`src/hdl/opdg_pkg.sv`:
```
package opdg_pkg;

  // Default position width and fixed field widths
  localparam int unsigned POS_BITS_DEF = 24;
  localparam int unsigned GOAL_W       = 32;
  localparam int unsigned CFG_DATA_W   = 32;
  localparam int unsigned CFG_IDX_W    = 1;
  localparam int unsigned STEP_W       = 4;

  // Configuration register indexes
  localparam logic [CFG_IDX_W-1:0] REG_GOAL_DISTANCE = 1'd0;
  localparam logic [CFG_IDX_W-1:0] REG_GOAL_ACTIVE   = 1'd1;

  // Microprogram addresses
  localparam logic [STEP_W-1:0] STEP_WAIT       = 4'd0;
  localparam logic [STEP_W-1:0] STEP_SQ_X       = 4'd1;
  localparam logic [STEP_W-1:0] STEP_SQ_Y       = 4'd2;
  localparam logic [STEP_W-1:0] STEP_SQ_Z       = 4'd3;
  localparam logic [STEP_W-1:0] STEP_SUM        = 4'd4;
  localparam logic [STEP_W-1:0] STEP_SQRT_INIT  = 4'd5;
  localparam logic [STEP_W-1:0] STEP_SQRT       = 4'd6;
  localparam logic [STEP_W-1:0] STEP_EMIT       = 4'd7;
  localparam logic [STEP_W-1:0] STEP_EMIT_FIRST = 4'd8;

  // Datapath operation of one step
  typedef enum logic [3:0] {
    UOP_WAIT_IN,
    UOP_SQ_X,
    UOP_SQ_Y,
    UOP_SQ_Z,
    UOP_SUM,
    UOP_SQRT_INIT,
    UOP_SQRT_STEP,
    UOP_EMIT_STEP,
    UOP_EMIT_FIRST
  } uop_t;

  // Stay on the current step while this condition holds
  typedef enum logic [1:0] {
    HOLD_NONE,
    HOLD_NO_IN,
    HOLD_SQRT,
    HOLD_OUT_FULL
  } hold_t;

  // Where to go once the step is done
  typedef enum logic [1:0] {
    JMP_NEXT,
    JMP_ALWAYS,
    JMP_IF_NEW
  } jump_t;

  typedef struct packed {
    uop_t              uop;
    hold_t             hold;
    jump_t             jump;
    logic [STEP_W-1:0] target;
  } ucode_t;

  // Datapath status seen by the sequencer
  typedef struct packed {
    logic in_valid;
    logic have_position;
    logic sqrt_last;
    logic out_busy;
  } stat_t;

  function automatic ucode_t make_uc(uop_t u, hold_t h, jump_t j, logic [STEP_W-1:0] t);
    ucode_t w;
    w.uop    = u;
    w.hold   = h;
    w.jump   = j;
    w.target = t;
    return w;
  endfunction

  // Control store
  function automatic ucode_t ucode_rom(logic [STEP_W-1:0] addr);
    ucode_t w;
    case (addr)
      STEP_WAIT:       w = make_uc(UOP_WAIT_IN, HOLD_NO_IN, JMP_IF_NEW, STEP_EMIT_FIRST);
      STEP_SQ_X:       w = make_uc(UOP_SQ_X, HOLD_NONE, JMP_NEXT, STEP_WAIT);
      STEP_SQ_Y:       w = make_uc(UOP_SQ_Y, HOLD_NONE, JMP_NEXT, STEP_WAIT);
      STEP_SQ_Z:       w = make_uc(UOP_SQ_Z, HOLD_NONE, JMP_NEXT, STEP_WAIT);
      STEP_SUM:        w = make_uc(UOP_SUM, HOLD_NONE, JMP_NEXT, STEP_WAIT);
      STEP_SQRT_INIT:  w = make_uc(UOP_SQRT_INIT, HOLD_NONE, JMP_NEXT, STEP_WAIT);
      STEP_SQRT:       w = make_uc(UOP_SQRT_STEP, HOLD_SQRT, JMP_NEXT, STEP_WAIT);
      STEP_EMIT:       w = make_uc(UOP_EMIT_STEP, HOLD_OUT_FULL, JMP_ALWAYS, STEP_WAIT);
      STEP_EMIT_FIRST: w = make_uc(UOP_EMIT_FIRST, HOLD_OUT_FULL, JMP_ALWAYS, STEP_WAIT);
      default:         w = make_uc(UOP_WAIT_IN, HOLD_NONE, JMP_ALWAYS, STEP_WAIT);
    endcase
    return w;
  endfunction

endpackage

```
`src/hdl/opdg_if.sv`:
```
// Position sample channel
interface opdg_in_if #(
  parameter int unsigned POS_BITS = opdg_pkg::POS_BITS_DEF
);
  logic                       valid;
  logic                       ready;
  logic signed [POS_BITS-1:0] pos_x;
  logic signed [POS_BITS-1:0] pos_y;
  logic signed [POS_BITS-1:0] pos_z;

  modport source (output valid, pos_x, pos_y, pos_z, input ready);
  modport sink   (input valid, pos_x, pos_y, pos_z, output ready);
endinterface

// Result channel
interface opdg_out_if;
  logic        valid;
  logic        ready;
  logic        first_sample;
  logic        feedback_valid;
  logic [31:0] traveled;
  logic        goal_reached;

  modport source (output valid, first_sample, feedback_valid, traveled, goal_reached,
                  input ready);
  modport sink   (input valid, first_sample, feedback_valid, traveled, goal_reached,
                  output ready);
endinterface

```
`src/hdl/opdg_useq.sv`:
```
module opdg_useq (
  input  logic           clk,
  input  logic           rst,
  input  opdg_pkg::stat_t stat,
  output opdg_pkg::uop_t  uop
);
  import opdg_pkg::*;

  logic [STEP_W-1:0] step;
  logic [STEP_W-1:0] step_next;
  ucode_t            uc;
  logic              hold;
  logic              take_jump;

  assign uc  = ucode_rom(step);
  assign uop = uc.uop;

  // Hold condition
  always_comb begin
    case (uc.hold)
      HOLD_NONE:     hold = 1'b0;
      HOLD_NO_IN:    hold = ~stat.in_valid;
      HOLD_SQRT:     hold = ~stat.sqrt_last;
      HOLD_OUT_FULL: hold = stat.out_busy;
      default:       hold = 1'b0;
    endcase
  end

  // Branch condition
  always_comb begin
    case (uc.jump)
      JMP_NEXT:   take_jump = 1'b0;
      JMP_ALWAYS: take_jump = 1'b1;
      JMP_IF_NEW: take_jump = ~stat.have_position;
      default:    take_jump = 1'b0;
    endcase
  end

  always_comb begin
    if (hold) begin
      step_next = step;
    end else if (take_jump) begin
      step_next = uc.target;
    end else begin
      step_next = step + STEP_W'(1);
    end
  end

  always_ff @(posedge clk) begin
    if (rst) begin
      step <= STEP_WAIT;
    end else begin
      step <= step_next;
    end
  end

endmodule

```
`src/hdl/opdg_dpath.sv`:
```
module opdg_dpath #(
  parameter int unsigned POS_BITS = opdg_pkg::POS_BITS_DEF
) (
  input  logic                               clk,
  input  logic                               rst,
  input  opdg_pkg::uop_t                     uop,
  output opdg_pkg::stat_t                    stat,
  input  logic                               cfg_we,
  input  logic [opdg_pkg::CFG_IDX_W-1:0]     cfg_index,
  input  logic [opdg_pkg::CFG_DATA_W-1:0]    cfg_data,
  opdg_in_if.sink                            sample,
  opdg_out_if.source                         result
);
  import opdg_pkg::*;

  localparam int unsigned MAG_W  = POS_BITS;
  localparam int unsigned SQ_W   = 2 * POS_BITS;
  localparam int unsigned ACC_W  = 2 * POS_BITS + 2;
  localparam int unsigned ROOT_W = POS_BITS + 1;

  // Configuration
  logic [GOAL_W-1:0] goal_distance;
  logic              goal_active;

  // Position state
  logic signed [POS_BITS-1:0] cur_x, cur_y, cur_z;
  logic signed [POS_BITS-1:0] last_x, last_y, last_z;
  logic                       have_position;
  logic [GOAL_W-1:0]          path_total;

  // Arithmetic registers
  logic [SQ_W-1:0]  prod;
  logic [ACC_W-1:0] acc;
  logic [ACC_W-1:0] rem;
  logic [ACC_W-1:0] root;
  logic [ACC_W-1:0] sq_bit;

  // Output register
  logic              out_valid;
  logic              out_first;
  logic              out_fb;
  logic [GOAL_W-1:0] out_traveled;
  logic              out_reached;

  logic                       accept;
  logic                       out_busy;
  logic                       emit_ok;
  logic signed [POS_BITS-1:0] op_a, op_b;
  logic [POS_BITS:0]          diff;
  logic [POS_BITS:0]          diff_abs;
  logic [MAG_W-1:0]           mag;
  logic [SQ_W-1:0]            sq;
  logic [ACC_W-1:0]           trial;
  logic                       trial_ge;
  logic [GOAL_W:0]            sum_ext;
  logic [GOAL_W-1:0]          total_sat;
  logic                       reached;

  assign sample.ready = (uop == UOP_WAIT_IN);
  assign accept       = sample.valid & sample.ready;
  assign out_busy     = out_valid & ~result.ready;
  assign emit_ok      = ~out_busy;

  assign stat.in_valid      = sample.valid;
  assign stat.have_position = have_position;
  assign stat.sqrt_last     = sq_bit[0];
  assign stat.out_busy      = out_busy;

  // Axis select for the squaring step
  always_comb begin
    case (uop)
      UOP_SQ_Y: begin
        op_a = cur_y;
        op_b = last_y;
      end
      UOP_SQ_Z: begin
        op_a = cur_z;
        op_b = last_z;
      end
      default: begin
        op_a = cur_x;
        op_b = last_x;
      end
    endcase
  end

  // |a - b| fits in POS_BITS bits
  assign diff     = {op_a[POS_BITS-1], op_a} - {op_b[POS_BITS-1], op_b};
  assign diff_abs = diff[POS_BITS] ? (~diff + (POS_BITS + 1)'(1)) : diff;
  assign mag      = diff_abs[MAG_W-1:0];
  assign sq       = {{MAG_W{1'b0}}, mag} * {{MAG_W{1'b0}}, mag};

  // One restoring square-root digit
  assign trial    = root + sq_bit;
  assign trial_ge = (rem >= trial);

  // Saturating path update and goal compare
  assign sum_ext   = {1'b0, path_total} + (GOAL_W + 1)'(root[ROOT_W-1:0]);
  assign total_sat = sum_ext[GOAL_W] ? {GOAL_W{1'b1}} : sum_ext[GOAL_W-1:0];
  assign reached   = (total_sat >= goal_distance);

  // Config and control state
  always_ff @(posedge clk) begin
    if (rst) begin
      goal_distance <= {GOAL_W{1'b1}};
      goal_active   <= 1'b0;
      have_position <= 1'b0;
      path_total    <= '0;
      out_valid     <= 1'b0;
    end else begin
      if (cfg_we) begin
        if (cfg_index == REG_GOAL_DISTANCE) begin
          goal_distance <= cfg_data[GOAL_W-1:0];
        end
        if (cfg_index == REG_GOAL_ACTIVE) begin
          goal_active <= cfg_data[0];
        end
      end
      if (emit_ok && (uop == UOP_EMIT_FIRST)) begin
        have_position <= 1'b1;
      end
      if (emit_ok && (uop == UOP_EMIT_STEP)) begin
        path_total <= reached ? '0 : total_sat;
      end
      // Result valid: load on emit, drop once the beat is taken
      if (emit_ok && ((uop == UOP_EMIT_FIRST) || (uop == UOP_EMIT_STEP))) begin
        out_valid <= 1'b1;
      end else if (result.ready) begin
        out_valid <= 1'b0;
      end
    end
  end

  // Payload registers
  always_ff @(posedge clk) begin
    if (accept) begin
      cur_x <= sample.pos_x;
      cur_y <= sample.pos_y;
      cur_z <= sample.pos_z;
    end
    case (uop)
      UOP_SQ_X: begin
        prod <= sq;
      end
      UOP_SQ_Y: begin
        prod <= sq;
        acc  <= ACC_W'(prod);
      end
      UOP_SQ_Z: begin
        prod <= sq;
        acc  <= acc + ACC_W'(prod);
      end
      UOP_SUM: begin
        acc <= acc + ACC_W'(prod);
      end
      UOP_SQRT_INIT: begin
        rem    <= acc;
        root   <= '0;
        sq_bit <= ACC_W'(1) << (2 * (ROOT_W - 1));
      end
      UOP_SQRT_STEP: begin
        if (trial_ge) begin
          rem  <= rem - trial;
          root <= (root >> 1) + sq_bit;
        end else begin
          root <= root >> 1;
        end
        sq_bit <= sq_bit >> 2;
      end
      UOP_EMIT_STEP: begin
        if (emit_ok) begin
          last_x       <= cur_x;
          last_y       <= cur_y;
          last_z       <= cur_z;
          out_first    <= 1'b0;
          out_fb       <= goal_active;
          out_traveled <= total_sat;
          out_reached  <= reached;
        end
      end
      UOP_EMIT_FIRST: begin
        if (emit_ok) begin
          last_x       <= cur_x;
          last_y       <= cur_y;
          last_z       <= cur_z;
          out_first    <= 1'b1;
          out_fb       <= 1'b0;
          out_traveled <= path_total;
          out_reached  <= 1'b0;
        end
      end
      default: begin
      end
    endcase
  end

  assign result.valid          = out_valid;
  assign result.first_sample   = out_first;
  assign result.feedback_valid = out_fb;
  assign result.traveled       = out_traveled;
  assign result.goal_reached   = out_reached;

endmodule

```
`src/hdl/odometry_path_distance_goal_core.sv`:
```
// A first sample goes from acceptance straight to the first-sample emit step; any later sample
//   passes through the square, sum and square-root steps before its emit step.
// A new sample is taken only after the previous one has been emitted; the digit-serial square
//   root, one root bit per cycle, is the longest of these steps.
// A result waits in the output register; the next sample is taken meanwhile.
// Synchronous reset: goal_distance all ones, goal_active 0, path total and history cleared.
module odometry_path_distance_goal_core #(
  parameter int unsigned POS_BITS = opdg_pkg::POS_BITS_DEF
) (
  input  logic                            clk,
  input  logic                            rst,
  input  logic                            cfg_we,
  input  logic [opdg_pkg::CFG_IDX_W-1:0]  cfg_index,
  input  logic [opdg_pkg::CFG_DATA_W-1:0] cfg_data,
  opdg_in_if.sink                         sample,
  opdg_out_if.source                      result
);
  import opdg_pkg::*;

  uop_t  uop;
  stat_t stat;

  // Control store and step counter
  opdg_useq u_useq (
    .clk  (clk),
    .rst  (rst),
    .stat (stat),
    .uop  (uop)
  );

  // Position, root and path datapath
  opdg_dpath #(
    .POS_BITS (POS_BITS)
  ) u_dpath (
    .clk       (clk),
    .rst       (rst),
    .uop       (uop),
    .stat      (stat),
    .cfg_we    (cfg_we),
    .cfg_index (cfg_index),
    .cfg_data  (cfg_data),
    .sample    (sample),
    .result    (result)
  );

endmodule

```
`src/flat_wrapper.sv`:
```
// flat-port wrapper written by rule: the top's interface ports become plain ports
module odometry_path_distance_goal_core_flat import opdg_pkg::*;
#(
  parameter int unsigned POS_BITS = opdg_pkg::POS_BITS_DEF
)
  (clk, rst, cfg_we, cfg_index, cfg_data, sample_valid, sample_pos_x, sample_pos_y, sample_pos_z, sample_ready, result_valid, result_first_sample, result_feedback_valid, result_traveled, result_goal_reached, result_ready);
  opdg_in_if #(.POS_BITS(POS_BITS)) sample_i ();
  opdg_out_if result_i ();
  input  logic clk;
  input  logic rst;
  input  logic cfg_we;
  input  logic [opdg_pkg::CFG_IDX_W-1:0] cfg_index;
  input  logic [opdg_pkg::CFG_DATA_W-1:0] cfg_data;
  input wire logic [$bits(sample_i.valid)-1:0] sample_valid;
  input wire logic [$bits(sample_i.pos_x)-1:0] sample_pos_x;
  input wire logic [$bits(sample_i.pos_y)-1:0] sample_pos_y;
  input wire logic [$bits(sample_i.pos_z)-1:0] sample_pos_z;
  output wire logic [$bits(sample_i.ready)-1:0] sample_ready;
  output wire logic [$bits(result_i.valid)-1:0] result_valid;
  output wire logic [$bits(result_i.first_sample)-1:0] result_first_sample;
  output wire logic [$bits(result_i.feedback_valid)-1:0] result_feedback_valid;
  output wire logic [$bits(result_i.traveled)-1:0] result_traveled;
  output wire logic [$bits(result_i.goal_reached)-1:0] result_goal_reached;
  input wire logic [$bits(result_i.ready)-1:0] result_ready;
  assign sample_i.valid = sample_valid;
  assign sample_i.pos_x = sample_pos_x;
  assign sample_i.pos_y = sample_pos_y;
  assign sample_i.pos_z = sample_pos_z;
  assign sample_ready = sample_i.ready;
  assign result_valid = result_i.valid;
  assign result_first_sample = result_i.first_sample;
  assign result_feedback_valid = result_i.feedback_valid;
  assign result_traveled = result_i.traveled;
  assign result_goal_reached = result_i.goal_reached;
  assign result_i.ready = result_ready;
  odometry_path_distance_goal_core #(.POS_BITS(POS_BITS)) u_core (.clk(clk), .rst(rst), .cfg_we(cfg_we), .cfg_index(cfg_index), .cfg_data(cfg_data), .sample(sample_i), .result(result_i));
endmodule
```
`config.mk`:
```
export PLATFORM = sky130hd
export DESIGN_NAME = odometry_path_distance_goal_core_flat
export DESIGN_NICKNAME = d
export VERILOG_FILES = /design/src/hdl/opdg_pkg.sv /design/src/hdl/opdg_if.sv /design/src/hdl/opdg_useq.sv /design/src/hdl/opdg_dpath.sv /design/src/hdl/odometry_path_distance_goal_core.sv /design/src/flat_wrapper.sv
export SDC_FILE = /design/constraint.sdc
export NUM_CORES = 2
export LEC_CHECK = 0
export CAP_MARGIN = 20
export CORE_MARGIN = 3
export CORE_UTILIZATION = 40
export DETAILED_ROUTE_END_ITERATION = 12
export DONT_BUFFER_PORTS = 1
export GPL_TIMING_DRIVEN = 1
export SYNTH_ARGS = -nofsm -noshare
export SYNTH_HDL_FRONTEND = slang
export SYNTH_HIERARCHICAL = 1
export SYNTH_SLANG_ARGS = --single-unit
```
`constraint.sdc`:
```
create_clock -name clk -period 13.25 [get_ports clk]
set_input_delay 0.6625 -clock clk [delete_from_list [all_inputs] [get_ports clk]]
set_output_delay 0.6625 -clock clk [all_outputs]
set_load 0.005 [all_outputs]
```
==> run metrics <==
commonest non-fill, non-tap cells in the layout inv_1 (634), nand2_1 (438), fa_1 (425), ha_1 (405), edfxtp_1 (401); met2 wire length 52400 µm; Worst EP required ~14 ns; Finished Core Util 43.6%; CTS tree built; ys async rst share 0%; final wirelength ~110000 µm; DRT Pass-1 Iters 6; Setup violations, final 0; CTS Buf Count 52; IO Pins 147; via count between 30000 and 40000; M1 WL around 50000 µm; Fin Clk Skew a little over 0.04 ns; Port Buffers 0; # fillers around 11000; Worst path slowest cell nor3b_2; Final TNS setup 0 ns; sequential area share after synthesis between 20 and 30%; Synth warnings 6; CTS sink count 480; worst-skew pair later-pin latency 0.64 ns; FMAX 80.7 MHz; WL/cell between 15 and 20 µm; Initial DRC Count 2361; Buf/Inv on CP 5; Setup Fix Bufs, Post-CTS 0; Core Region approximately 0.11 mm²; total global routing overflow 0; starting density of the core between 40% and 50%; Cell variety after synth 106; CTS root buffer clkbuf_16; first-pass GRT wire length around 180000 µm; max_cap viols 0; Avg Inst Size Synth about 9.6 µm²; largest net degree at the start of global routing 96; antenna violations before repair 1; worst hold-check path type in2reg; Die ar. ~0.12 mm²; actual slew at the worst max-slew pin 1.08 ns; CTS H-tree depth 2; Crit path largest cell delay about 0.81 ns; # nets final 5696; vias per cell ~5.3; crit-path max FO 40; Clock Tree Buf Depth 3; Worst setup SP type flop; Syn-to-layout area delta 7.74%; number of flops mapped to enable cells by yosys between 400 and 500; crit path kind reg2reg; max layer used met5; post-route cell area 0.0501 mm²; multi-input logic area around 0.030 mm²; CTS clk-pin slew, worst paths ~0.06 ns; crit share post-route 93.5%; RSZ-0062 raised after global routing no; Post-Place Cell Area about 0.048 mm²; post-CTS sizing 0; Synth Instances about 4800; hold_buf cts 0; final worst path period need around 12 ns; Vert. Die Dim ~350 µm; share of cells above drive strength 1 6.11%; number of global-route vias before repair 33700; kind of cell adding the most delay to the critical path adder cells; most used flip-flop cell after synthesis edfxtp_1; CP arrival ~13 ns; ANT cells 0; GRT Overall Usage around a fifth; routed wl met3 5910 µm; status complete, no violations; crit-path most repeated cell fa_1; post-synthesis cell area approximately 0.046 mm²; DP Wirelength 88900 µm; Rows roughly 120; Synth Net Count between 5000 and 6000; Max-slew headroom between 20 and 30%; Pins Over Slew Limit 0; Die X between 300 and 400 µm; Post-route DRC 0; most common cell after layout, fill and taps aside inv_1; Register Area around 0.014 mm²; Synth Register Bits 480; GPL Wtd Cong slightly above 0.9; DRT antenna net count 0; CP endpoint kind flop; final-report hold violation count 0
## metrics by stage
stage | setup WS, ns | cells | hold WS [ns]
after floorplan | 2.04 | 4820 | 0.421
after global placement | 1.12 | 6214 | 0.430
after detailed placement | 0.952 | 6214 | 0.435
after CTS | 0.889 | 6310 | 0.0512
after global routing | 0.0430 | 6310 | 0.0582
final | 0.865 | 6310 | 0.103
## registers in the layout, summed over array words and instances, names as in the netlist, 8 cells and up
register                        cells
u_core/u_dpath/cur_x               24
u_core/u_useq/uc                    8
u_core/u_dpath/path_total          32
u_core/u_dpath/last_x              24
u_core/u_dpath/root                50
u_core/u_dpath/acc                 50
u_core/u_dpath/cur_y               24
u_core/u_dpath/sq_bit              25
u_core/u_dpath/prod                47
u_core/u_dpath/result.traveled     32
u_core/u_dpath/rem                 50
u_core/u_dpath/cur_z               24
u_core/u_dpath/goal_distance       32
u_core/u_dpath/last_z              24
u_core/u_dpath/last_y              24
## logic make-up (layout without fill, tap and decap cells)
family	count (synthesis)	count (layout)	share of synthesized area, %
compound gates	1060	1060	14.7
xor+xnor	295	295	5.86
fa+ha+maj	830	830	29.2
buf+inv	822	800	6.88
flops	480	480	29.3
mux	75	75	1.68
simple gates	1258	1258	12.3
## synthesized netlist by cell type, types with 11 or more instances
master      n  area share [%]
nor2_1    402             3.2
and2_1     23            0.31
edfxtp_1  401              26
nand2b_1   45            0.61
a21o_1    135             2.2
buf_2      33            0.36
dfxtp_1    79             3.4
a211o_1    41            0.77
inv_1     634             5.1
mux2_2     19            0.46
o21bai_1   58            0.94
nor2b_1    54            0.73
nand3_1    56            0.60
fa_1      425              18
o31ai_1    14            0.23
o21a_1     22            0.36
nand4_1    38            0.51
ha_1      405              11
or2_2      23            0.31
o21ai_0   259             2.8
xor2_1    110             2.1
a21oi_1   289             3.1
or3_1      12            0.16
nand2_1   438             3.5
and3_1     50            0.67
nor3_1     57            0.61
clkbuf_1  117            0.95
a31o_2     23            0.43
nor3b_1    11            0.18
xnor2_1   171             3.2
buf_4      16            0.26
a211oi_1   31            0.50
a31oi_1    66            0.89
mux2i_1    54             1.2
## cell type report
class                           count  share of cell area, %
Multi-Input combinational cell   3518                   59.4
Sequential cell                   480                   27.2
Inverter                          645                   4.84
Tap cell                         1512                   3.78
Clock buffer                       63                   2.93
Timing Repair Buffer               59                  0.935
Clock inverter                     33                  0.880
## worst paths after layout
check / cells past startpoint / endpoint / slack [ns] / from
max: 38 / u_core/u_dpath/prod[47] / 0.87 / u_core/u_useq/uc[11]
min: 1 / u_core/u_dpath/have_position / 0.10 / rst
max reg2reg: 38 / u_core/u_dpath/prod[47] / 0.87 / u_core/u_useq/uc[11]
min reg2reg: 0 / u_core/u_dpath/last_y[0] / 0.44 / u_core/u_dpath/cur_y[0]
## per-layer routing
layer	track usage [%]	vias to the layer above
met4	4.97	2
met3	2.86	160
met1	25.5	16200
li1	-	16300
met2	30.9	753
met5	0	-
Power is left out: the tool's default activity adds up to more than one toggle a clock period on the data nets, which glitch-free logic cannot reach.
